**src/sv/esd_pkg.sv**
```systemverilog
// Shared types and constants for the escape sequence decoder.
// No dependencies; the top level, esd_decode and esd_queue refer to it by scoped names.
`default_nettype none

package esd_pkg;

  // Character codes that the decoder recognises.
  localparam logic [7:0] CH_BSLASH = 8'h5C;
  localparam logic [7:0] CH_0      = 8'h30;
  localparam logic [7:0] CH_7      = 8'h37;
  localparam logic [7:0] CH_9      = 8'h39;
  localparam logic [7:0] CH_LA     = 8'h61;
  localparam logic [7:0] CH_LF     = 8'h66;
  localparam logic [7:0] CH_UA     = 8'h41;
  localparam logic [7:0] CH_UF     = 8'h46;
  localparam logic [7:0] CH_B      = 8'h62;
  localparam logic [7:0] CH_E      = 8'h65;
  localparam logic [7:0] CH_N      = 8'h6E;
  localparam logic [7:0] CH_R      = 8'h72;
  localparam logic [7:0] CH_T      = 8'h74;
  localparam logic [7:0] CH_V      = 8'h76;
  localparam logic [7:0] CH_X      = 8'h78;

  // Control codes produced by the letter escapes.
  localparam logic [7:0] CODE_BEL = 8'h07;
  localparam logic [7:0] CODE_BS  = 8'h08;
  localparam logic [7:0] CODE_ESC = 8'h1B;
  localparam logic [7:0] CODE_FF  = 8'h0C;
  localparam logic [7:0] CODE_LF  = 8'h0A;
  localparam logic [7:0] CODE_CR  = 8'h0D;
  localparam logic [7:0] CODE_HT  = 8'h09;
  localparam logic [7:0] CODE_VT  = 8'h0B;

  // Digit limits of the numeric escapes.
  localparam logic [1:0] OCT_MAX_DIGITS = 2'd3;
  localparam logic [1:0] HEX_MAX_DIGITS = 2'd2;

  // Result queue: room for one waiting result plus the two an item can cause.
  localparam int QDEPTH = 3;
  localparam int QCNT_W = 2;

  // One decoded result.
  typedef struct packed {
    logic [7:0] data;
    logic       present;
    logic       last;
  } result_t;

  // Results caused by one input transaction.
  typedef struct packed {
    logic [1:0] count;
    result_t    r0;
    result_t    r1;
  } dec_out_t;

  // Decoder status seen by the top level.
  typedef struct packed {
    logic in_text;
    logic num_pending;
  } dec_stat_t;

  // Queue status seen by the top level.
  typedef struct packed {
    logic [QCNT_W-1:0] fill;
  } q_stat_t;

endpackage

`default_nettype wire

```
**src/sv/esd_if.sv**
```systemverilog
// Valid/ready channel interfaces for the escape sequence decoder.
// Depends on nothing; used by the queue and the top level.
`default_nettype none

// Input channel: one character of escaped text per transaction.
interface esd_in_if;
  logic       valid;
  logic       ready;
  logic [7:0] in_byte;
  logic       in_last;

  modport source (output valid, output in_byte, output in_last, input ready);
  modport sink   (input valid, input in_byte, input in_last, output ready);
endinterface

// Result channel: one decoded byte or end marker per transaction.
interface esd_out_if;
  logic       valid;
  logic       ready;
  logic [7:0] out_byte;
  logic       out_present;
  logic       out_last;

  modport source (output valid, output out_byte, output out_present, output out_last,
                  input ready);
  modport sink   (input valid, input out_byte, input out_present, input out_last,
                  output ready);
endinterface

`default_nettype wire

```
**src/sv/escape_sequence_decoder.sv**
```systemverilog
// Top level of the C-style escape sequence decoder.
// Depends on esd_pkg, esd_if, esd_decode and esd_queue.
`default_nettype none

// The decoder takes one character per cycle while its three-entry result queue
// has room for two results, and hands out one result per cycle from that queue
// while the result side is ready; the queue's single output port passes one
// result a cycle. A character causes no result (a backslash, a digit inside a
// number), one result, or two when it ends a number and yields a second result.
// Every string ends with exactly one result flagged last: a bare end marker
// (out_present low) when the final character yields nothing. Decoding starts
// in normal text after reset, with no clearing pass.
module escape_sequence_decoder (
  input  wire logic clk,
  input  wire logic rst_n,
  esd_in_if.sink    in_ch,
  esd_out_if.source out_ch
);

  esd_pkg::dec_out_t  dec_res;
  esd_pkg::dec_stat_t dec_stat;
  esd_pkg::q_stat_t   q_stat;
  logic               accept;
  logic [1:0]         push;

  // Take a transaction whenever the queue can absorb two results.
  assign in_ch.ready = (q_stat.fill <= esd_pkg::QCNT_W'(esd_pkg::QDEPTH - 2));
  assign accept      = in_ch.valid && in_ch.ready;
  assign push        = accept ? dec_res.count : 2'd0;

  esd_decode u_decode (
    .clk     (clk),
    .rst_n   (rst_n),
    .accept  (accept),
    .in_byte (in_ch.in_byte),
    .in_last (in_ch.in_last),
    .res     (dec_res),
    .stat    (dec_stat)
  );

  esd_queue u_queue (
    .clk    (clk),
    .rst_n  (rst_n),
    .push   (push),
    .r0     (dec_res.r0),
    .r1     (dec_res.r1),
    .out_ch (out_ch),
    .stat   (q_stat)
  );

  // The end of a string always returns the decoder to normal text.
  a_last_resets: assert property (@(posedge clk) disable iff (!rst_n)
    accept && in_ch.in_last |=> dec_stat.in_text && !dec_stat.num_pending)
    else $error("decoder not back in normal text after end of string");

  // The end of a string always yields at least one result.
  a_last_emits: assert property (@(posedge clk) disable iff (!rst_n)
    accept && in_ch.in_last |-> push != 2'd0)
    else $error("end of string produced no result");

  // Input is held off only while results are waiting.
  a_stall_cause: assert property (@(posedge clk) disable iff (!rst_n)
    !in_ch.ready |-> out_ch.valid)
    else $error("input stalled with an empty result queue");

  // A queued result is accounted for: fill moves by pushes minus pops.
  a_fill_track: assert property (@(posedge clk) disable iff (!rst_n)
    1'b1 |=> q_stat.fill == $past(q_stat.fill) + $past(push)
                           - esd_pkg::QCNT_W'($past(out_ch.valid && out_ch.ready)))
    else $error("result queue fill count out of step");

endmodule

`default_nettype wire

```
**src/sv/esd_decode.sv**
```systemverilog
// Escape decoding state and the single-pass logic that turns one character into results.
// Depends on esd_pkg for character codes and the result structs.
`default_nettype none

module esd_decode (
  input  wire logic              clk,
  input  wire logic              rst_n,
  input  wire logic              accept,
  input  wire logic [7:0]        in_byte,
  input  wire logic              in_last,
  output esd_pkg::dec_out_t      res,
  output esd_pkg::dec_stat_t     stat
);

  typedef enum logic [1:0] {
    MODE_TEXT,
    MODE_ESC,
    MODE_OCT,
    MODE_HEX
  } mode_t;

  mode_t      mode_r,  mode_nxt;
  logic [7:0] value_r, value_nxt;
  logic [1:0] count_r, count_nxt;

  logic        is_dec, is_low, is_up, is_oct, is_hex;
  logic [3:0]  hex_val;
  logic        a_v, b_v, c_v;
  logic [7:0]  a_b, b_b;

  // Classify the incoming character as a digit.
  always_comb begin
    is_dec  = (in_byte >= esd_pkg::CH_0)  && (in_byte <= esd_pkg::CH_9);
    is_low  = (in_byte >= esd_pkg::CH_LA) && (in_byte <= esd_pkg::CH_LF);
    is_up   = (in_byte >= esd_pkg::CH_UA) && (in_byte <= esd_pkg::CH_UF);
    is_oct  = (in_byte >= esd_pkg::CH_0)  && (in_byte <= esd_pkg::CH_7);
    is_hex  = is_dec || is_low || is_up;
    hex_val = is_dec ? in_byte[3:0] : in_byte[3:0] + 4'd9;
  end

  // Next state and the results of this character. The first result is the
  // character itself, the code of a letter escape or a finished number; the second
  // is the character that ended a number; the flush result only appears alone.
  always_comb begin
    mode_nxt  = mode_r;
    value_nxt = value_r;
    count_nxt = count_r;
    a_v = 1'b0;
    a_b = 8'h00;
    b_v = 1'b0;
    b_b = 8'h00;
    c_v = 1'b0;

    case (mode_r)
      MODE_TEXT: begin
        if (in_byte == esd_pkg::CH_BSLASH) begin
          mode_nxt = MODE_ESC;
        end else begin
          a_v = 1'b1;
          a_b = in_byte;
        end
      end
      MODE_ESC: begin
        mode_nxt = MODE_TEXT;
        a_v      = 1'b1;
        case (in_byte)
          esd_pkg::CH_LA: a_b = esd_pkg::CODE_BEL;
          esd_pkg::CH_B:  a_b = esd_pkg::CODE_BS;
          esd_pkg::CH_E:  a_b = esd_pkg::CODE_ESC;
          esd_pkg::CH_LF: a_b = esd_pkg::CODE_FF;
          esd_pkg::CH_N:  a_b = esd_pkg::CODE_LF;
          esd_pkg::CH_R:  a_b = esd_pkg::CODE_CR;
          esd_pkg::CH_T:  a_b = esd_pkg::CODE_HT;
          esd_pkg::CH_V:  a_b = esd_pkg::CODE_VT;
          esd_pkg::CH_X: begin
            a_v       = 1'b0;
            mode_nxt  = MODE_HEX;
            value_nxt = 8'h00;
            count_nxt = 2'd0;
          end
          default: begin
            if (is_oct) begin
              a_v       = 1'b0;
              mode_nxt  = MODE_OCT;
              value_nxt = {5'b00000, in_byte[2:0]};
              count_nxt = 2'd1;
            end else begin
              a_b = in_byte;
            end
          end
        endcase
      end
      MODE_OCT: begin
        if (is_oct) begin
          value_nxt = {value_r[4:0], in_byte[2:0]};
          count_nxt = count_r + 2'd1;
          if (count_nxt >= esd_pkg::OCT_MAX_DIGITS) begin
            a_v      = 1'b1;
            a_b      = value_nxt;
            mode_nxt = MODE_TEXT;
          end
        end else begin
          a_v = 1'b1;
          a_b = value_r;
          if (in_byte == esd_pkg::CH_BSLASH) begin
            mode_nxt = MODE_ESC;
          end else begin
            mode_nxt = MODE_TEXT;
            b_v      = 1'b1;
            b_b      = in_byte;
          end
        end
      end
      default: begin
        if (is_hex) begin
          value_nxt = {value_r[3:0], hex_val};
          count_nxt = count_r + 2'd1;
          if (count_nxt >= esd_pkg::HEX_MAX_DIGITS) begin
            a_v      = 1'b1;
            a_b      = value_nxt;
            mode_nxt = MODE_TEXT;
          end
        end else begin
          a_v = 1'b1;
          a_b = value_r;
          if (in_byte == esd_pkg::CH_BSLASH) begin
            mode_nxt = MODE_ESC;
          end else begin
            mode_nxt = MODE_TEXT;
            b_v      = 1'b1;
            b_b      = in_byte;
          end
        end
      end
    endcase

    // Outside a number the accumulator is kept clear.
    if ((mode_nxt == MODE_TEXT) || (mode_nxt == MODE_ESC)) begin
      value_nxt = 8'h00;
      count_nxt = 2'd0;
    end

    // End of string flushes a pending number.
    c_v = in_last && ((mode_nxt == MODE_OCT) || (mode_nxt == MODE_HEX));

    // Pack the results in order.
    res.r0.data    = a_v ? a_b : value_nxt;
    res.r0.present = 1'b1;
    res.r0.last    = 1'b0;
    res.r1.data    = b_b;
    res.r1.present = 1'b1;
    res.r1.last    = 1'b0;
    res.count      = {1'b0, a_v | c_v} + {1'b0, b_v};

    // Mark the final result, or give a bare end marker when there is none.
    if (in_last) begin
      if (res.count == 2'd0) begin
        res.r0.data    = 8'h00;
        res.r0.present = 1'b0;
        res.r0.last    = 1'b1;
        res.count      = 2'd1;
      end else if (res.count == 2'd1) begin
        res.r0.last = 1'b1;
      end else begin
        res.r1.last = 1'b1;
      end
      mode_nxt  = MODE_TEXT;
      value_nxt = 8'h00;
      count_nxt = 2'd0;
    end
  end

  // Decoder state advances on each accepted transaction.
  always_ff @(posedge clk) begin
    if (!rst_n) begin
      mode_r  <= MODE_TEXT;
      value_r <= 8'h00;
      count_r <= 2'd0;
    end else if (accept) begin
      mode_r  <= mode_nxt;
      value_r <= value_nxt;
      count_r <= count_nxt;
    end
  end

  assign stat.in_text     = (mode_r == MODE_TEXT);
  assign stat.num_pending = (mode_r == MODE_OCT) || (mode_r == MODE_HEX);

endmodule

`default_nettype wire

```
**src/sv/esd_queue.sv**
```systemverilog
// Three-entry result queue that drives the result channel from its head entry.
// Depends on esd_pkg for the result struct and depth, and on esd_if for the channel.
`default_nettype none

module esd_queue (
  input  wire logic              clk,
  input  wire logic              rst_n,
  input  wire logic [1:0]        push,
  input  wire esd_pkg::result_t  r0,
  input  wire esd_pkg::result_t  r1,
  esd_out_if.source              out_ch,
  output esd_pkg::q_stat_t       stat
);

  esd_pkg::result_t                q_r   [esd_pkg::QDEPTH];
  esd_pkg::result_t                q_nxt [esd_pkg::QDEPTH];
  logic [esd_pkg::QCNT_W-1:0]      fill_r, fill_nxt, base;
  logic                            pop;

  // Head entry goes out when present.
  assign pop                = (fill_r != '0) && out_ch.ready;
  assign out_ch.valid       = (fill_r != '0);
  assign out_ch.out_byte    = q_r[0].data;
  assign out_ch.out_present = q_r[0].present;
  assign out_ch.out_last    = q_r[0].last;

  // Shift down on a pop, then append the new results behind what remains.
  always_comb begin
    base     = fill_r - esd_pkg::QCNT_W'(pop);
    fill_nxt = base + esd_pkg::QCNT_W'(push);
    for (int i = 0; i < esd_pkg::QDEPTH - 1; i++) begin
      q_nxt[i] = pop ? q_r[i + 1] : q_r[i];
    end
    q_nxt[esd_pkg::QDEPTH - 1] = q_r[esd_pkg::QDEPTH - 1];
    for (int i = 0; i < esd_pkg::QDEPTH; i++) begin
      if ((push != 2'd0) && (base == esd_pkg::QCNT_W'(i))) begin
        q_nxt[i] = r0;
      end
      if ((push == 2'd2) && (base + esd_pkg::QCNT_W'(1) == esd_pkg::QCNT_W'(i))) begin
        q_nxt[i] = r1;
      end
    end
  end

  // Fill count is control state; the entries carry payload only.
  always_ff @(posedge clk) begin
    if (!rst_n) begin
      fill_r <= '0;
    end else begin
      fill_r <= fill_nxt;
    end
  end

  always_ff @(posedge clk) begin
    for (int i = 0; i < esd_pkg::QDEPTH; i++) begin
      q_r[i] <= q_nxt[i];
    end
  end

  assign stat.fill = fill_r;

endmodule

`default_nettype wire
```
**src/flat_wrapper.sv**
```systemverilog
// flat-port wrapper written by rule: the top's interface ports become plain ports
module escape_sequence_decoder_flat 
  (clk, rst_n, in_ch_valid, in_ch_in_byte, in_ch_in_last, in_ch_ready, out_ch_valid, out_ch_out_byte, out_ch_out_present, out_ch_out_last, out_ch_ready);
  esd_in_if in_ch_i ();
  esd_out_if out_ch_i ();
  input  wire logic clk;
  input  wire logic rst_n;
  input wire logic [$bits(in_ch_i.valid)-1:0] in_ch_valid;
  input wire logic [$bits(in_ch_i.in_byte)-1:0] in_ch_in_byte;
  input wire logic [$bits(in_ch_i.in_last)-1:0] in_ch_in_last;
  output wire logic [$bits(in_ch_i.ready)-1:0] in_ch_ready;
  output wire logic [$bits(out_ch_i.valid)-1:0] out_ch_valid;
  output wire logic [$bits(out_ch_i.out_byte)-1:0] out_ch_out_byte;
  output wire logic [$bits(out_ch_i.out_present)-1:0] out_ch_out_present;
  output wire logic [$bits(out_ch_i.out_last)-1:0] out_ch_out_last;
  input wire logic [$bits(out_ch_i.ready)-1:0] out_ch_ready;
  assign in_ch_i.valid = in_ch_valid;
  assign in_ch_i.in_byte = in_ch_in_byte;
  assign in_ch_i.in_last = in_ch_in_last;
  assign in_ch_ready = in_ch_i.ready;
  assign out_ch_valid = out_ch_i.valid;
  assign out_ch_out_byte = out_ch_i.out_byte;
  assign out_ch_out_present = out_ch_i.out_present;
  assign out_ch_out_last = out_ch_i.out_last;
  assign out_ch_i.ready = out_ch_ready;
  escape_sequence_decoder u_core (.clk(clk), .rst_n(rst_n), .in_ch(in_ch_i), .out_ch(out_ch_i));
endmodule
```
**config.mk**
```make
export PLATFORM = sky130hd
export DESIGN_NAME = escape_sequence_decoder_flat
export DESIGN_NICKNAME = d
export VERILOG_FILES = /design/src/sv/esd_pkg.sv /design/src/sv/esd_if.sv /design/src/sv/escape_sequence_decoder.sv /design/src/sv/esd_decode.sv /design/src/sv/esd_queue.sv /design/src/flat_wrapper.sv
export SDC_FILE = /design/constraint.sdc
export NUM_CORES = 1
export LEC_CHECK = 0
export BUFFER_PORTS_ARGS = -buffer_cell sky130_fd_sc_hd__buf_2
export CORE_MARGIN = 2
export CORE_UTILIZATION = 45
export CTS_BUF_LIST = sky130_fd_sc_hd__clkbuf_4 sky130_fd_sc_hd__clkbuf_8
export CTS_CLUSTER_SIZE = 10
export DETAILED_ROUTE_END_ITERATION = 6
export REMOVE_ABC_BUFFERS = 1
export SKIP_LAST_GASP = 1
export SLEW_MARGIN = 20
export SYNTH_ARGS = -nofsm -noshare
export SYNTH_HDL_FRONTEND = slang
export SYNTH_SLANG_ARGS = --single-unit
```
**constraint.sdc**
```tcl
create_clock -name clk -period 10.2 [get_ports clk]
set_input_delay 1.02 -clock clk [delete_from_list [all_inputs] [get_ports clk]]
set_output_delay 1.02 -clock clk [all_outputs]
set_load 0.02 [all_outputs]
```
==> metrics.cfg <==
[run_status]
outcome = finished clean

[synth]
yosysMostFrequentCell = o21ai_0
ys_top_cells_by_count = o21ai_0, nand2_1, nor2_1
ys.flop_type = edfxtp_1
ys_async_sr_fraction_pct = 0
synth_cells = 462
synth_area_leaders = edfxtp_1, dfxtp_1, o21ai_0, a21oi_1, nand3_1
synth.cell_area_sq_um = 3867
yosysSeqAreaShare_pct = 29.76
ys_types = 76
netlist.area_leader.share_pct = 20.96
synth_top_area_cell = edfxtp_1
syn_avg_cell_area_sq_um = 8.371
synth_edf_count = 27
synth_seq_cells = 44
synth_warnings = 0

[critical_path]
cp-startpoint = in_ch_in_byte[1]
critPathMaxFanout = 11
critPathKind = primary input to register
r2r_slack_ns = 5.50
r2r-start = u_core.u_decode.mode_r[0]$_SDFFE_PN0P_
critPathLaunchType = primary input
crit_required_ns = 10.14
reg2regPathDepth = 12
end_kind = register
cp_data_arrival_time_ns = 5.41
regToRegEndpoint = u_core.u_queue.q_r[0][14]$_DFFE_PP_

[timing]
fmax_ghz = 0.1828
clock_skew_ns = 0.009682
setup_tns_ns = 0
relSlewSlack_pct = 36.95
fin_ws_ns = 4.730
slew_violations = 0
finalSetupViolCount = 0
fin_crit_ns = 5.470
tightest_slew_ns = 0.9422
rsz0062_at_grt = no
hold_viol_final = 0
fin_crit_sh_pct = 53.63

[cells_and_area]
n_antenna_cell = 0
syn2layout_area_growth_pct = 3.818
fin_nets = 473
nFillCells = 804
drive_above_1_share_pct = 13.27

[clocking]
htreeDepth = 2
cts_resized = 0
clk_latency_ns = 0.31
clkTransAtPathRegs_ns = 0.09
cts.sinks = 44
cts_made_buffers = 5
cts_tree = built
cts_root_buffer = clkbuf_8
cts_max_path_buffers = 2
hold_buffers = 0
postCtsSetupBuffers = 0

[route]
num_vias = 3855
wirelength_mm = 12.27
dr.first_iter.drc_count = 646
viasPerCell = 6.921
wl_per_cell_microns = 22.04
drtAntennaViolNets = 0
drcViolationCount = 0
first_pass_iters = 6

[floorplan]
die_y_microns = 96.71
placementRows = 33
core-area_sq_um = 8258
dieArea_sq_um = 9352
ioPinCount = 25
start_util_pct = 46.83
die_w_microns = 96.71

[hold_path]
hold_start = u_core.u_queue.q_r[0][21]$_SDFFE_PN1P_
hold_class = register to register
hold_end = u_core.u_queue.q_r[0][21]$_SDFFE_PN1P_
whs_path_depth = 2

[global_routing]
antenna_found_initial = 0
grt_start_max_net_pins = 36
grt_usage_pct = 25.65
grt_pass1_vias = 3437
grt_pass1_wl_mm = 19.53
grt_overflow = 0

[power_and_ir_drop]
powerDensity_nw_per_um2 = 187.5
vdd_drop_max_mv = 0.1217
power_uw = 752.9
power_leakage_nw = 1.334

[placed_design]
gp_congestion = 0.9563
post-dp-hpwl_mm = 8.809
io_buffers = 24
pre_cts_slack_ns = 4.521

[run]
max-cap-violations = 0

[critical path: stages]
cell and delay, ns:
buf_2 0.17, inv_1 0.21, ha_1 0.42, and4b_1 0.33, a311o_1 0.43, nand2_4 0.20
a21oi_2 0.46, inv_1 0.18, ha_1 0.35, nor3_1 0.23, nor2_1 0.15, a21oi_1 0.75
nand2_1 0.50
[routing by layer]
| metal | GRT usage [%] | up-vias | share of wire [%] |
|---|---|---|---|
| met5 | 0 | - | 0 |
| met4 | 8.342 | 0 | 2.6 |
| met3 | 6.286 | 26 | 10 |
| met2 | 34.72 | 253 | 42 |
| met1 | 39.48 | 1811 | 45 |
| li1 | - | 1765 | - |
[state kept, by name (all words and copies together), names as in the netlist]
register and cells:
u_core.u_decode.count_r 2, u_core.u_decode.value_r 8, u_core.u_queue.q_r 30, u_core.u_decode.mode_r 2, u_core.u_queue.stat 2
[worst max-delay path by stage]
stage                                               end  slack (ns)
floorplan           u_core.u_queue.q_r[0][10]$_DFFE_PP_        5.73
CTS                 u_core.u_queue.q_r[0][13]$_DFFE_PP_        4.82
global placement    u_core.u_queue.q_r[0][12]$_DFFE_PP_        4.67
detailed placement  u_core.u_queue.q_r[0][13]$_DFFE_PP_        4.52
global route        u_core.u_queue.q_r[0][14]$_DFFE_PP_        4.48
finish              u_core.u_queue.q_r[0][14]$_DFFE_PP_        4.73
[through the flow]
stage	hold slack [ns]	cells	area [sq um]	util (%)
after global routing	0.5083	557	4015	48.62
final	0.4818	557	4015	48.62
after floorplan	0.4373	417	3630	-
after detailed placement	0.4641	549	3904	47.27
after CTS	0.4863	557	4015	48.62
after global placement	0.4571	549	3904	47.27
[kinds of logic after synthesis]
kind of cell | Yosys count | synth area share, %
AND/OR/NAND/NOR | 158 | 22.78
flip-flops | 44 | 29.76
XOR/XNOR | 6 | 1.359
adder cells (fa/ha/maj) | 9 | 2.912
AO/OA/AOI/OAI | 177 | 33.78
multiplexers | 6 | 1.618
buffers and inverters | 62 | 7.796
[power breakdown]
| part | internal [mW] | leakage [nW] | switching (mW) |
|---|---|---|---|
| logic | 0.0995 | 0.886 | 0.223 |
| registers | 0.275 | 0.394 | 0.0181 |
| clock network | 0.0726 | 0.0541 | 0.0648 |
[layout make-up]
| cell class | count | area (sq um) | area share (%) |
|---|---|---|---|
| tap | 105 | 131.4 | 3.272 |
| timing repair buffer | 27 | 142.6 | 3.553 |
| clock buffer | 5 | 68.82 | 1.714 |
| multi-input combinational | 356 | 2415 | 60.14 |
| clock inverter | 3 | 42.54 | 1.060 |
| sequential | 44 | 1151 | 28.67 |
| inverter | 17 | 63.81 | 1.589 |
[layout by cell type, fill, tap and decap left out, drive strengths merged, types with 4 or more instances in the layout]
master,count
and3,5
dfxtp,17
nand2,34
a2bb2oi,7
nand2b,6
o21ai,38
o32ai,5
nor2,29
edfxtp,27
o221ai,4
a32oi,13
a31oi,12
a21oi,28
a22oi,13
nor2b,10
a211oi,6
nand3,26
nor3b,4
o211ai,8
xnor2,4
and2,4
clkbuf,5
mux2i,4
ha,9
inv,16
o31ai,8
buf,27
o22ai,5
nor3,20
nand4,4
Power figures use the tool's default switching activity.
